File: config.mk
export PLATFORM = sky130hd
export DESIGN_NAME = cct_dual_channel_fade_controller
export DESIGN_NICKNAME = d
export VERILOG_FILES = /design/src/hw/rtl/cdfc_pkg.sv /design/src/hw/rtl/cct_dual_channel_fade_controller.sv
export VERILOG_INCLUDE_DIRS = /design/src /design/src/hw/rtl
export SDC_FILE = /design/constraint.sdc
export NUM_CORES = 2
export LEC_CHECK = 0
export BUFFER_PORTS_ARGS = -buffer_cell sky130_fd_sc_hd__buf_2
export CORE_MARGIN = 4
export CORE_UTILIZATION = 47
export CTS_BUF_LIST = sky130_fd_sc_hd__clkbuf_2
export CTS_CLUSTER_DIAMETER = 100
export CTS_CLUSTER_SIZE = 14
export DETAILED_ROUTE_END_ITERATION = 8
export PLACE_DENSITY_LB_ADDON = 0.08
export RECOVER_POWER = 100
export SETUP_SLACK_MARGIN = 0.3
export SYNTH_ARGS = -nofsm -noshare
export SYNTH_HDL_FRONTEND = slang
export SYNTH_SLANG_ARGS = --single-unit
File: constraint.sdc
create_clock -name clock -period 13.3 [get_ports clock]
set_input_delay 2.66 -clock clock [delete_from_list [all_inputs] [get_ports clock]]
set_output_delay 2.66 -clock clock [all_outputs]
set_load 0.05 [all_outputs]
File: src/hw/rtl/assert_macros.svh
// assertion macros included by the top level rtl file
`ifndef ASSERT_MACROS_SVH
`define ASSERT_MACROS_SVH

// antecedent holds in a cycle, consequent must hold in the same cycle
`define ASSERT_SAME(label, clk, rst, ante, cons, msg) \
   label: assert property (@(posedge clk) disable iff (rst) (ante) |-> (cons)) \
      else $error(msg);

// antecedent holds in a cycle, consequent must hold in the next cycle
`define ASSERT_NEXT(label, clk, rst, ante, cons, msg) \
   label: assert property (@(posedge clk) disable iff (rst) (ante) |=> (cons)) \
      else $error(msg);

`endif

File: src/hw/rtl/cdfc_pkg.sv
// types, constants and helpers of the dual channel fade controller
package cdfc_pkg;

   localparam int RATIO_BITS_DEF = 16;

   // register map
   localparam int CSR_ADDR_W = 5;
   localparam int CSR_DATA_W = 32;
   localparam logic [2:0] REG_CT_MIN     = 3'd0;
   localparam logic [2:0] REG_CT_MAX     = 3'd1;
   localparam logic [2:0] REG_FADE_ON    = 3'd2;
   localparam logic [2:0] REG_FADE_OFF   = 3'd3;
   localparam logic [2:0] REG_FADE_LEVEL = 3'd4;
   localparam logic [2:0] REG_FADE_CT    = 3'd5;
   localparam logic [2:0] REG_PWM_TOP    = 3'd6;

   localparam logic [15:0] CT_MIN_RST     = 16'd153;
   localparam logic [15:0] CT_MAX_RST     = 16'd500;
   localparam logic [15:0] FADE_ON_RST    = 16'd50;
   localparam logic [15:0] FADE_OFF_RST   = 16'd40;
   localparam logic [15:0] FADE_LEVEL_RST = 16'd35;
   localparam logic [15:0] FADE_CT_RST    = 16'd60;
   localparam logic [15:0] PWM_TOP_RST    = 16'd65535;

   localparam logic [15:0] DEFAULT_MIREDS = 16'd370;
   localparam logic [7:0]  LEVEL_FULL     = 8'd254;
   localparam logic [7:0]  LEVEL_LOW      = 8'd1;
   localparam int          PCT_SPAN       = 99;
   localparam int          LEVEL_SPAN     = 253;
   localparam int          PCT_FULL       = 100;

   typedef enum logic [1:0] {
      MODE_TICK  = 2'd0,
      MODE_ONOFF = 2'd1,
      MODE_LEVEL = 2'd2,
      MODE_CT    = 2'd3
   } mode_type;

   typedef enum logic [1:0] {
      KIND_ONOFF = 2'd0,
      KIND_LEVEL = 2'd1,
      KIND_CT    = 2'd2
   } kind_type;

   typedef enum logic [4:0] {
      ST_IDLE = 5'b00001,
      ST_MUL  = 5'b00010,
      ST_DIV  = 5'b00100,
      ST_WB   = 5'b01000,
      ST_EMIT = 5'b10000
   } state_type;

   // micro operations, each one multiply then one divide
   typedef enum logic [3:0] {
      OP_L2P = 4'd0,
      OP_RFM = 4'd1,
      OP_RFD = 4'd2,
      OP_ST  = 4'd3,
      OP_T2  = 4'd4,
      OP_SM  = 4'd5,
      OP_LB  = 4'd6,
      OP_LR  = 4'd7,
      OP_W   = 4'd8,
      OP_CC  = 4'd9,
      OP_WC  = 4'd10
   } op_type;

   function automatic logic [15:0] clamp_mireds(input logic [15:0] v,
                                                input logic [15:0] lo,
                                                input logic [15:0] hi);
      logic [15:0] r;
      r = v;
      if (v < lo) begin
         r = lo;
      end else if (v > hi) begin
         r = hi;
      end
      return r;
   endfunction

endpackage

File: src/hw/rtl/cct_dual_channel_fade_controller.sv
// top level of the dual channel colour temperature fade controller
`include "assert_macros.svh"

// Cool/warm light fade controller. Items on the req_ channel are ticks,
// on/off, level or colour temperature events; each tick during a fade and
// each event that starts or settles a fade, but for a colour event during
// a colour fade, gives one rsp_ item with both duty percents, their timer
// compare values and the fade flag. All the arithmetic runs through one
// shared unit: a multiplier into a register, then a restoring divider
// retiring one quotient bit a cycle. A tick in the middle of a fade needs
// eight passes of that unit (the step ratio, its square, smoothstep, two
// interpolations, the warm split and two compare values); the last tick of
// a fade needs three; an event needs three passes to work out the targets
// and three more when it shows a frame. A tick with no fade running is
// dropped. req_ready is low while an item is being worked on; a finished
// item waits in the output register and the next input item is still taken
// meanwhile. Configuration is over an apb style port, one 16 bit register
// per word, and is meant to be written only while the block is idle.
module cct_dual_channel_fade_controller
   import cdfc_pkg::*;
#(
   parameter int RATIO_BITS = RATIO_BITS_DEF
) (
   input  logic                  clock,
   input  logic                  reset,
   // input items
   input  logic                  req_valid,
   output logic                  req_ready,
   input  logic [1:0]            req_mode,
   input  logic                  req_on_request,
   input  logic [7:0]            req_level_value,
   input  logic [15:0]           req_mireds_value,
   // result items
   output logic                  rsp_valid,
   input  logic                  rsp_ready,
   output logic [6:0]            rsp_cool_duty,
   output logic [6:0]            rsp_warm_duty,
   output logic [15:0]           rsp_cool_compare,
   output logic [15:0]           rsp_warm_compare,
   output logic                  rsp_fade_running,
   // configuration
   input  logic                  psel,
   input  logic                  penable,
   input  logic                  pwrite,
   input  logic [CSR_ADDR_W-1:0] paddr,
   input  logic [CSR_DATA_W-1:0] pwdata,
   output logic [CSR_DATA_W-1:0] prdata,
   output logic                  pready
);

   // ratio width, multiplier operand widths and numerator width
   localparam int RW    = RATIO_BITS;
   localparam int AW    = 16;
   localparam int BW    = RW + 2;
   localparam int NW    = AW + BW;
   localparam int CNT_W = $clog2(NW + 1);
   localparam logic [RW-1:0] R_ONE  = {RW{1'b1}};
   localparam logic [BW-1:0] R_ONE3 = BW'(3 * ((1 << RW) - 1));

   // configuration registers
   logic [15:0] ct_min_ff, ct_max_ff, fade_on_ff, fade_off_ff;
   logic [15:0] fade_level_ff, fade_ct_ff, pwm_top_ff;
   logic        csr_wr;
   logic [2:0]  csr_idx;

   // architectural state
   logic          light_on_ff, light_on_in;
   logic [7:0]    cur_level_ff, cur_level_in;
   logic [15:0]   cur_mireds_ff, cur_mireds_in;
   logic          last_known_ff, last_known_in;
   logic [7:0]    last_level_ff, last_level_in;
   logic [15:0]   last_mireds_ff, last_mireds_in;
   logic [6:0]    shown_cool_ff, shown_cool_in;
   logic [6:0]    shown_warm_ff, shown_warm_in;
   logic [6:0]    start_b_ff, start_b_in;
   logic [6:0]    target_b_ff, target_b_in;
   logic [RW-1:0] start_r_ff, start_r_in;
   logic [RW-1:0] target_r_ff, target_r_in;
   kind_type      fade_kind_ff, fade_kind_in;
   logic [15:0]   fade_step_ff, fade_step_in;
   logic [15:0]   fade_total_ff, fade_total_in;
   logic          fade_active_ff, fade_active_in;

   // sequencer and working registers
   state_type     state_ff, state_in;
   op_type        op_ff, op_in;
   kind_type      cmd_kind_ff, cmd_kind_in;
   logic          cmd_restart_ff, cmd_restart_in;
   logic [6:0]    tb_calc_ff, tb_calc_in;
   logic [RW-1:0] tr_calc_ff, tr_calc_in;
   logic [RW-1:0] t_ff, t_in;
   logic [RW-1:0] x_ff, x_in;
   logic [7:0]    frame_b_ff, frame_b_in;
   logic [RW-1:0] frame_r_ff, frame_r_in;
   logic [15:0]   cool_cmp_ff, cool_cmp_in;
   logic [15:0]   warm_cmp_ff, warm_cmp_in;

   // shared multiply and divide unit
   logic [NW-1:0]    quo_ff, quo_in;
   logic [15:0]      rem_ff, rem_in;
   logic [CNT_W-1:0] cnt_ff, cnt_in;
   logic [AW-1:0]    mul_a;
   logic [BW-1:0]    mul_b;
   logic [15:0]      div_d;
   logic [NW-1:0]    mul_p;
   logic [16:0]      rem_sh;
   logic             rem_ge;

   // output register
   logic          rsp_valid_ff, rsp_valid_in;
   logic [6:0]    rsp_cool_ff, rsp_cool_in;
   logic [6:0]    rsp_warm_ff, rsp_warm_in;
   logic [15:0]   rsp_ccmp_ff, rsp_ccmp_in;
   logic [15:0]   rsp_wcmp_ff, rsp_wcmp_in;
   logic          rsp_fade_ff, rsp_fade_in;

   // helpers
   logic [7:0]    duty_sum;
   logic [RW-1:0] rfd_v;
   logic [15:0]   fade_ticks;
   logic [15:0]   mir_off;
   logic [7:0]    cool_full;

   // ------------------------------------------------------------------
   // configuration port, writes land on the access phase
   // ------------------------------------------------------------------
   assign pready  = 1'b1;
   assign csr_wr  = psel && penable && pwrite;
   assign csr_idx = paddr[4:2];

   always_comb begin
      prdata = '0;
      case (csr_idx)
         REG_CT_MIN:     prdata = 32'(ct_min_ff);
         REG_CT_MAX:     prdata = 32'(ct_max_ff);
         REG_FADE_ON:    prdata = 32'(fade_on_ff);
         REG_FADE_OFF:   prdata = 32'(fade_off_ff);
         REG_FADE_LEVEL: prdata = 32'(fade_level_ff);
         REG_FADE_CT:    prdata = 32'(fade_ct_ff);
         REG_PWM_TOP:    prdata = 32'(pwm_top_ff);
         default:        prdata = '0;
      endcase
   end

   always_ff @(posedge clock) begin
      if (reset) begin
         ct_min_ff     <= CT_MIN_RST;
         ct_max_ff     <= CT_MAX_RST;
         fade_on_ff    <= FADE_ON_RST;
         fade_off_ff   <= FADE_OFF_RST;
         fade_level_ff <= FADE_LEVEL_RST;
         fade_ct_ff    <= FADE_CT_RST;
         pwm_top_ff    <= PWM_TOP_RST;
      end else if (csr_wr) begin
         case (csr_idx)
            REG_CT_MIN:     ct_min_ff     <= pwdata[15:0];
            REG_CT_MAX:     ct_max_ff     <= pwdata[15:0];
            REG_FADE_ON:    fade_on_ff    <= pwdata[15:0];
            REG_FADE_OFF:   fade_off_ff   <= pwdata[15:0];
            REG_FADE_LEVEL: fade_level_ff <= pwdata[15:0];
            REG_FADE_CT:    fade_ct_ff    <= pwdata[15:0];
            REG_PWM_TOP:    pwm_top_ff    <= pwdata[15:0];
            default: begin
            end
         endcase
      end
   end

   // ------------------------------------------------------------------
   // operand selection for the shared unit
   // ------------------------------------------------------------------
   assign duty_sum = {1'b0, shown_cool_ff} + {1'b0, shown_warm_ff};
   assign mir_off  = clamp_mireds(cur_mireds_ff, ct_min_ff, ct_max_ff) - ct_min_ff;

   always_comb begin
      mul_a = '0;
      mul_b = '0;
      div_d = 16'd1;
      case (op_ff)
         OP_L2P: begin
            // level to percent, level zero is replaced at writeback
            mul_a = AW'(cur_level_ff - 8'd1);
            mul_b = BW'(PCT_SPAN);
            div_d = 16'(LEVEL_SPAN);
         end
         OP_RFM: begin
            mul_a = mir_off;
            mul_b = BW'(R_ONE);
            div_d = ct_max_ff - ct_min_ff;
         end
         OP_RFD: begin
            mul_a = AW'(shown_warm_ff);
            mul_b = BW'(R_ONE);
            div_d = 16'(duty_sum);
         end
         OP_ST: begin
            mul_a = fade_step_ff;
            mul_b = BW'(R_ONE);
            div_d = fade_total_ff;
         end
         OP_T2: begin
            mul_a = AW'(t_ff);
            mul_b = BW'(t_ff);
            div_d = 16'(R_ONE);
         end
         OP_SM: begin
            // t squared times (3 - 2t), all scaled by the ratio unit
            mul_a = AW'(x_ff);
            mul_b = R_ONE3 - BW'({t_ff, 1'b0});
            div_d = 16'(R_ONE);
         end
         OP_LB: begin
            mul_a = (target_b_ff >= start_b_ff) ? AW'(target_b_ff - start_b_ff)
                                                : AW'(start_b_ff - target_b_ff);
            mul_b = BW'(x_ff);
            div_d = 16'(R_ONE);
         end
         OP_LR: begin
            mul_a = (target_r_ff >= start_r_ff) ? AW'(target_r_ff - start_r_ff)
                                                : AW'(start_r_ff - target_r_ff);
            mul_b = BW'(x_ff);
            div_d = 16'(R_ONE);
         end
         OP_W: begin
            mul_a = AW'(frame_b_ff);
            mul_b = BW'(frame_r_ff);
            div_d = 16'(R_ONE);
         end
         OP_CC: begin
            mul_a = pwm_top_ff;
            mul_b = BW'(shown_cool_ff);
            div_d = 16'(PCT_FULL);
         end
         OP_WC: begin
            mul_a = pwm_top_ff;
            mul_b = BW'(shown_warm_ff);
            div_d = 16'(PCT_FULL);
         end
         default: begin
            mul_a = '0;
            mul_b = '0;
            div_d = 16'd1;
         end
      endcase
   end

   assign mul_p  = NW'(mul_a) * NW'(mul_b);
   assign rem_sh = {rem_ff, quo_ff[NW-1]};
   assign rem_ge = rem_sh >= {1'b0, div_d};

   // ratio of the shown duties, zero when nothing is lit
   assign rfd_v = (duty_sum == 8'd0) ? '0 : quo_ff[RW-1:0];

   always_comb begin
      case (cmd_kind_ff)
         KIND_ONOFF: fade_ticks = light_on_ff ? fade_on_ff : fade_off_ff;
         KIND_CT:    fade_ticks = fade_ct_ff;
         default:    fade_ticks = fade_level_ff;
      endcase
   end

   assign cool_full = frame_b_ff - quo_ff[7:0];

   // ------------------------------------------------------------------
   // sequencer
   // ------------------------------------------------------------------
   always_comb begin
      light_on_in    = light_on_ff;
      cur_level_in   = cur_level_ff;
      cur_mireds_in  = cur_mireds_ff;
      last_known_in  = last_known_ff;
      last_level_in  = last_level_ff;
      last_mireds_in = last_mireds_ff;
      shown_cool_in  = shown_cool_ff;
      shown_warm_in  = shown_warm_ff;
      start_b_in     = start_b_ff;
      target_b_in    = target_b_ff;
      start_r_in     = start_r_ff;
      target_r_in    = target_r_ff;
      fade_kind_in   = fade_kind_ff;
      fade_step_in   = fade_step_ff;
      fade_total_in  = fade_total_ff;
      fade_active_in = fade_active_ff;
      state_in       = state_ff;
      op_in          = op_ff;
      cmd_kind_in    = cmd_kind_ff;
      cmd_restart_in = cmd_restart_ff;
      tb_calc_in     = tb_calc_ff;
      tr_calc_in     = tr_calc_ff;
      t_in           = t_ff;
      x_in           = x_ff;
      frame_b_in     = frame_b_ff;
      frame_r_in     = frame_r_ff;
      cool_cmp_in    = cool_cmp_ff;
      warm_cmp_in    = warm_cmp_ff;
      quo_in         = quo_ff;
      rem_in         = rem_ff;
      cnt_in         = cnt_ff;
      rsp_valid_in   = rsp_valid_ff && !rsp_ready;
      rsp_cool_in    = rsp_cool_ff;
      rsp_warm_in    = rsp_warm_ff;
      rsp_ccmp_in    = rsp_ccmp_ff;
      rsp_wcmp_in    = rsp_wcmp_ff;
      rsp_fade_in    = rsp_fade_ff;

      case (state_ff)
         ST_IDLE: begin
            if (req_valid) begin
               case (mode_type'(req_mode))
                  MODE_TICK: begin
                     // a tick with no fade running is simply dropped
                     if (fade_active_ff) begin
                        fade_step_in = fade_step_ff + 16'd1;
                        state_in     = ST_MUL;
                        if (fade_step_in >= fade_total_ff) begin
                           fade_active_in = 1'b0;
                           frame_b_in     = {1'b0, target_b_ff};
                           frame_r_in     = target_r_ff;
                           op_in          = OP_W;
                        end else begin
                           op_in = OP_ST;
                        end
                     end
                  end
                  MODE_ONOFF: begin
                     // remember the lit look when switching off, bring it back on
                     if (!req_on_request && light_on_ff) begin
                        last_known_in  = 1'b1;
                        last_level_in  = cur_level_ff;
                        last_mireds_in = cur_mireds_ff;
                     end
                     if (req_on_request && !light_on_ff && last_known_ff) begin
                        cur_level_in  = last_level_ff;
                        cur_mireds_in = last_mireds_ff;
                     end
                     light_on_in = req_on_request;
                     if (req_on_request && cur_level_in <= LEVEL_LOW) begin
                        cur_level_in = LEVEL_FULL;
                        if (last_known_in) begin
                           last_level_in = LEVEL_FULL;
                        end
                     end
                     cmd_kind_in    = KIND_ONOFF;
                     cmd_restart_in = 1'b1;
                     op_in          = OP_L2P;
                     state_in       = ST_MUL;
                  end
                  MODE_LEVEL: begin
                     cur_level_in = req_level_value;
                     if (light_on_ff) begin
                        last_known_in  = 1'b1;
                        last_level_in  = req_level_value;
                        cmd_kind_in    = KIND_LEVEL;
                        cmd_restart_in = 1'b1;
                        op_in          = OP_L2P;
                        state_in       = ST_MUL;
                     end
                  end
                  MODE_CT: begin
                     cur_mireds_in = clamp_mireds(req_mireds_value, ct_min_ff, ct_max_ff);
                     if (light_on_ff) begin
                        last_known_in  = 1'b1;
                        last_level_in  = cur_level_ff;
                        last_mireds_in = cur_mireds_in;
                        cmd_kind_in    = KIND_CT;
                        cmd_restart_in = 1'b0;
                        op_in          = OP_L2P;
                        state_in       = ST_MUL;
                     end
                  end
                  default: begin
                  end
               endcase
            end
         end

         ST_MUL: begin
            quo_in   = mul_p;
            rem_in   = '0;
            cnt_in   = CNT_W'(NW);
            state_in = ST_DIV;
         end

         ST_DIV: begin
            // restoring division, one quotient bit a cycle
            rem_in = rem_ge ? 16'(rem_sh - {1'b0, div_d}) : rem_sh[15:0];
            quo_in = {quo_ff[NW-2:0], rem_ge};
            cnt_in = cnt_ff - CNT_W'(1);
            if (cnt_ff == CNT_W'(1)) begin
               state_in = ST_WB;
            end
         end

         ST_WB: begin
            state_in = ST_MUL;
            case (op_ff)
               OP_L2P: begin
                  tb_calc_in = (light_on_ff && cur_level_ff != 8'd0) ?
                               (quo_ff[6:0] + 7'd1) : 7'd0;
                  op_in = OP_RFM;
               end
               OP_RFM: begin
                  // empty or inverted range sits half way
                  tr_calc_in = (ct_max_ff <= ct_min_ff) ? (R_ONE >> 1) : quo_ff[RW-1:0];
                  op_in = OP_RFD;
               end
               OP_RFD: begin
                  if (cmd_kind_ff == KIND_CT && fade_active_ff &&
                      fade_kind_ff == KIND_CT && !cmd_restart_ff) begin
                     // colour change during a colour fade moves the target, and ends the fade if already there
                     target_b_in = tb_calc_ff;
                     target_r_in = tr_calc_ff;
                     if (duty_sum == {1'b0, tb_calc_ff} && rfd_v == tr_calc_ff) begin
                        fade_active_in = 1'b0;
                     end
                     state_in = ST_IDLE;
                  end else begin
                     start_b_in   = duty_sum[6:0];
                     start_r_in   = (duty_sum != 8'd0) ? rfd_v : tr_calc_ff;
                     target_b_in  = tb_calc_ff;
                     target_r_in  = tr_calc_ff;
                     fade_kind_in = cmd_kind_ff;
                     if (start_b_in == tb_calc_ff && start_r_in == tr_calc_ff) begin
                        // already there, show the target and stop
                        fade_active_in = 1'b0;
                        frame_b_in     = {1'b0, tb_calc_ff};
                        frame_r_in     = tr_calc_ff;
                        op_in          = OP_W;
                     end else if (cmd_restart_ff || !fade_active_ff) begin
                        // new fade, first frame is the start point
                        fade_step_in   = '0;
                        fade_total_in  = (fade_ticks == 16'd0) ? 16'd1 : fade_ticks;
                        fade_active_in = 1'b1;
                        frame_b_in     = {1'b0, start_b_in};
                        frame_r_in     = start_r_in;
                        op_in          = OP_W;
                     end else begin
                        // fade kind turns to colour, step count runs on
                        state_in = ST_IDLE;
                     end
                  end
               end
               OP_ST: begin
                  t_in  = quo_ff[RW-1:0];
                  op_in = OP_T2;
               end
               OP_T2: begin
                  x_in  = quo_ff[RW-1:0];
                  op_in = OP_SM;
               end
               OP_SM: begin
                  x_in  = quo_ff[RW-1:0];
                  op_in = OP_LB;
               end
               OP_LB: begin
                  frame_b_in = (target_b_ff >= start_b_ff) ?
                               ({1'b0, start_b_ff} + quo_ff[7:0]) :
                               ({1'b0, start_b_ff} - quo_ff[7:0]);
                  op_in = OP_LR;
               end
               OP_LR: begin
                  frame_r_in = (target_r_ff >= start_r_ff) ?
                               (start_r_ff + quo_ff[RW-1:0]) :
                               (start_r_ff - quo_ff[RW-1:0]);
                  op_in = OP_W;
               end
               OP_W: begin
                  // split brightness into warm and cool parts
                  if (frame_b_ff == 8'd0) begin
                     shown_cool_in = '0;
                     shown_warm_in = '0;
                  end else begin
                     shown_warm_in = quo_ff[6:0];
                     shown_cool_in = cool_full[6:0];
                  end
                  op_in = OP_CC;
               end
               OP_CC: begin
                  cool_cmp_in = quo_ff[15:0];
                  op_in       = OP_WC;
               end
               OP_WC: begin
                  warm_cmp_in = quo_ff[15:0];
                  state_in    = ST_EMIT;
               end
               default: begin
                  state_in = ST_IDLE;
               end
            endcase
         end

         ST_EMIT: begin
            if (!rsp_valid_ff || rsp_ready) begin
               rsp_valid_in = 1'b1;
               rsp_cool_in  = shown_cool_ff;
               rsp_warm_in  = shown_warm_ff;
               rsp_ccmp_in  = cool_cmp_ff;
               rsp_wcmp_in  = warm_cmp_ff;
               rsp_fade_in  = fade_active_ff;
               state_in     = ST_IDLE;
            end
         end

         default: begin
            state_in = ST_IDLE;
         end
      endcase
   end

   always_ff @(posedge clock) begin
      if (reset) begin
         light_on_ff    <= 1'b0;
         cur_level_ff   <= LEVEL_FULL;
         cur_mireds_ff  <= DEFAULT_MIREDS;
         last_known_ff  <= 1'b0;
         last_level_ff  <= LEVEL_FULL;
         last_mireds_ff <= DEFAULT_MIREDS;
         shown_cool_ff  <= '0;
         shown_warm_ff  <= '0;
         start_b_ff     <= '0;
         target_b_ff    <= '0;
         start_r_ff     <= '0;
         target_r_ff    <= '0;
         fade_kind_ff   <= KIND_ONOFF;
         fade_step_ff   <= '0;
         fade_total_ff  <= '0;
         fade_active_ff <= 1'b0;
         state_ff       <= ST_IDLE;
         op_ff          <= OP_L2P;
         cmd_kind_ff    <= KIND_ONOFF;
         cmd_restart_ff <= 1'b0;
         cnt_ff         <= '0;
         rsp_valid_ff   <= 1'b0;
      end else begin
         light_on_ff    <= light_on_in;
         cur_level_ff   <= cur_level_in;
         cur_mireds_ff  <= cur_mireds_in;
         last_known_ff  <= last_known_in;
         last_level_ff  <= last_level_in;
         last_mireds_ff <= last_mireds_in;
         shown_cool_ff  <= shown_cool_in;
         shown_warm_ff  <= shown_warm_in;
         start_b_ff     <= start_b_in;
         target_b_ff    <= target_b_in;
         start_r_ff     <= start_r_in;
         target_r_ff    <= target_r_in;
         fade_kind_ff   <= fade_kind_in;
         fade_step_ff   <= fade_step_in;
         fade_total_ff  <= fade_total_in;
         fade_active_ff <= fade_active_in;
         state_ff       <= state_in;
         op_ff          <= op_in;
         cmd_kind_ff    <= cmd_kind_in;
         cmd_restart_ff <= cmd_restart_in;
         cnt_ff         <= cnt_in;
         rsp_valid_ff   <= rsp_valid_in;
      end
   end

   // working and payload registers
   always_ff @(posedge clock) begin
      tb_calc_ff  <= tb_calc_in;
      tr_calc_ff  <= tr_calc_in;
      t_ff        <= t_in;
      x_ff        <= x_in;
      frame_b_ff  <= frame_b_in;
      frame_r_ff  <= frame_r_in;
      cool_cmp_ff <= cool_cmp_in;
      warm_cmp_ff <= warm_cmp_in;
      quo_ff      <= quo_in;
      rem_ff      <= rem_in;
      rsp_cool_ff <= rsp_cool_in;
      rsp_warm_ff <= rsp_warm_in;
      rsp_ccmp_ff <= rsp_ccmp_in;
      rsp_wcmp_ff <= rsp_wcmp_in;
      rsp_fade_ff <= rsp_fade_in;
   end

   assign req_ready        = (state_ff == ST_IDLE);
   assign rsp_valid        = rsp_valid_ff;
   assign rsp_cool_duty    = rsp_cool_ff;
   assign rsp_warm_duty    = rsp_warm_ff;
   assign rsp_cool_compare = rsp_ccmp_ff;
   assign rsp_warm_compare = rsp_wcmp_ff;
   assign rsp_fade_running = rsp_fade_ff;

   // ------------------------------------------------------------------
   // assertions
   // ------------------------------------------------------------------
   `ASSERT_SAME(a_div_count, clock, reset, state_ff == ST_DIV, cnt_ff != '0,
                "divider running with an empty bit count")
   `ASSERT_SAME(a_fade_total, clock, reset, fade_active_ff, fade_total_ff != 16'd0,
                "fade running with zero length")
   `ASSERT_NEXT(a_mul_to_div, clock, reset, state_ff == ST_MUL,
                state_ff == ST_DIV && cnt_ff == CNT_W'(NW),
                "multiply not followed by a full division")

endmodule
==> flow_summary.toml <==
[place]
dp_hpwl_microns = 106000
place.port_buffers = 117
place_area_sq_um = 42400
gp_congestion = 0.941
post-place-cells = 5804

[drt]
drt_iter0_drc = 3142
drt_pass1_iterations = 8
detail-route-antenna-nets = 0
vias = 34900
wire_per_inst_microns = 23.8
drc_errors = 0
routed_wl_microns = 139000
viasPerCell = 5.94

[synth]
async_flop_share = 0
synth_mux_area_frac = 0.0350
synth_top_family_by_area = "adder cells"
synthSimpleGateAreaFrac = 0.169
synth_compound_area_frac = 0.187
yosysSeqAreaShare = 0.291
ys_ff_latch = 484
syn_area_per_cell_sq_um = 8.63
synthCells = 4693
synth_xor_area_frac = 0.0362
synthDistinctLibCells = 94
yosys_warnings = 0
synth-edff-count = 208
synth_flop_cell = "dfxtp_1"
yosys.area_share.adder = 0.215
synth_area_sq_um = 40500

[critical_path]
crit_slowest_cell = "a311oi_1"
critPathLaunchType = "flop"
cp_data_arrival_time_ns = 13.18
rr_worst_depth = 41
crit_top_cell = "fa_1"
required_ns = 14.25
critical_path_peak_fanout = 17
crit_path_end_kind = "flop"
critPathKind = "flop to flop"
max_stage_delay_ns = 0.71

[timing]
min_period_over_period = 0.919
hold_violations = 0
worst_pin_slew_ns = 4.29
rsz0062_at_grt = "no"
slew_violations = 558
setup_viol = 0
fmax_mhz = 81.8
maxSlewHeadroom = -1.86
fin_worst_skew_ns = 0.130
setup_tns_ns = 0
timing.final.crit_period_ns = 12.23

[clocking]
htreeDepth = 2
clk_latency_ns = 1.24
cts_num_sinks = 484
root_buffer = "clkbuf_2"
cts_setup_buffers = 0
ctsHoldBuffers = 0
post_cts_resized = 0
cts_tree = "done"
clk_pin_slew_ns = 0.25
cts.path.max_buffers = 3
cts_made_buffers = 41

[layout]
final_common_cell = "nand2_1"
syn2layout_area_growth_pct = 4.62
final_cell_area_sq_um = 42400
nNetsFinal = 5330
final_cell_mix = "nand2_1, inv_1, a21oi_1, nor2_1, ha_1"
finalNonFillerCells = 5872
num-fill-cells = 8473
largest_reg_flops = 34
regMostFlops = "quo_ff"
drive_gt1_frac = 0.0582
fin_util = 0.497

[global_routing]
gr-total-overflow = 0
grt_pass1_wl_microns = 211000
grt_usage = 0.303
antenna_found_initial = 6
grt_max_degree = 91
grt_pass1_vias = 33400

[run_status]
status = "complete, but fails checks"
violations = "capacitance limit, slew limit"

[floorplan]
fp.dieH_microns = 302
ioPinCount = 153
start_util = 0.475
num_rows = 107
die-area_sq_um = 91000
core_area_sq_um = 85300
dieWidth_microns = 302

[hold_path]
hold_path_depth = 0
hold_path.class = "flop to flop"

[run]
cap_violations = 13
==> cells by family after synthesis <==
kind of cell	count (synthesis)
XOR/XNOR	165
other	2
AO/OA/AOI/OAI	1127
multiplexers	128
flip-flops	484
AND/OR/NAND/NOR	1523
adder cells (fa/ha/maj)	556
buffers and inverters	708
==> critical path: cells and delay by family, from the launching register on <==
kind | cells | cell delay [ns]
simple gates | 6 | 1.30
mux | 1 | 0.18
fa+ha+maj | 9 | 4.01
compound gates | 19 | 5.23
buf+inv | 6 | 0.61
flops | 1 | 0.62
==> final timing paths <==
path              startpoint              endpoint  slack [ns]
max            ct_max_ff[13]            quo_ff[32]        1.07
min          cool_cmp_ff[15]  rsp_cool_compare[15]        0.41
max reg2reg    ct_max_ff[13]            quo_ff[32]        1.07
min reg2reg  cool_cmp_ff[15]  rsp_cool_compare[15]        0.41
==> metal layers <==
layer,global-route usage,wire (microns),vias up
met5,0,63,-
met3,0.0444,9360,259
met1,0.404,59100,17100
met2,0.496,64200,1202
met4,0.126,6690,8
li1,-,-,16300
==> cells in the mapped netlist, types with 60 or more instances <==
| cell | n | area [sq um] |
|---|---|---|
| dfxtp_1 | 276 | 5530 |
| inv_1 | 435 | 1630 |
| nor2b_1 | 60 | 375 |
| xnor2_1 | 106 | 928 |
| o21ai_0 | 150 | 751 |
| clkbuf_1 | 219 | 822 |
| a21o_1 | 73 | 548 |
| a21oi_1 | 336 | 1680 |
| nor3_1 | 66 | 330 |
| edfxtp_1 | 208 | 6250 |
| nand2_1 | 713 | 2680 |
| ha_1 | 323 | 4040 |
| fa_1 | 233 | 4660 |
| mux2i_1 | 84 | 841 |
| nor2_1 | 340 | 1280 |
| and2_1 | 73 | 457 |
==> metrics by stage <==
stage / hold slack (ns) / setup slack, ns
after floorplan: 0.400 / 2.24
after global placement: 0.401 / 1.38
after detailed placement: 0.405 / 1.28
after CTS: 0.392 / 1.22
after global routing: 0.412 / 0.436
final: 0.411 / 1.07
==> area by class of cell <==
class | count | area (sq um) | area share
Multi-Input combinational cell | 3516 | 26000 | 0.614
Sequential cell | 484 | 11800 | 0.278
Inverter | 440 | 1650 | 0.0390
Clock inverter | 7 | 41.3 | 0.000974
Clock buffer | 60 | 300 | 0.00709
Antenna cell | 1 | 2.50 | 0.0000590
Timing Repair Buffer | 220 | 1160 | 0.0273
Tap cell | 1144 | 1430 | 0.0338
Power is left out: the tool's default activity adds up to more than one toggle a clock period on the data nets, which glitch-free logic cannot reach.
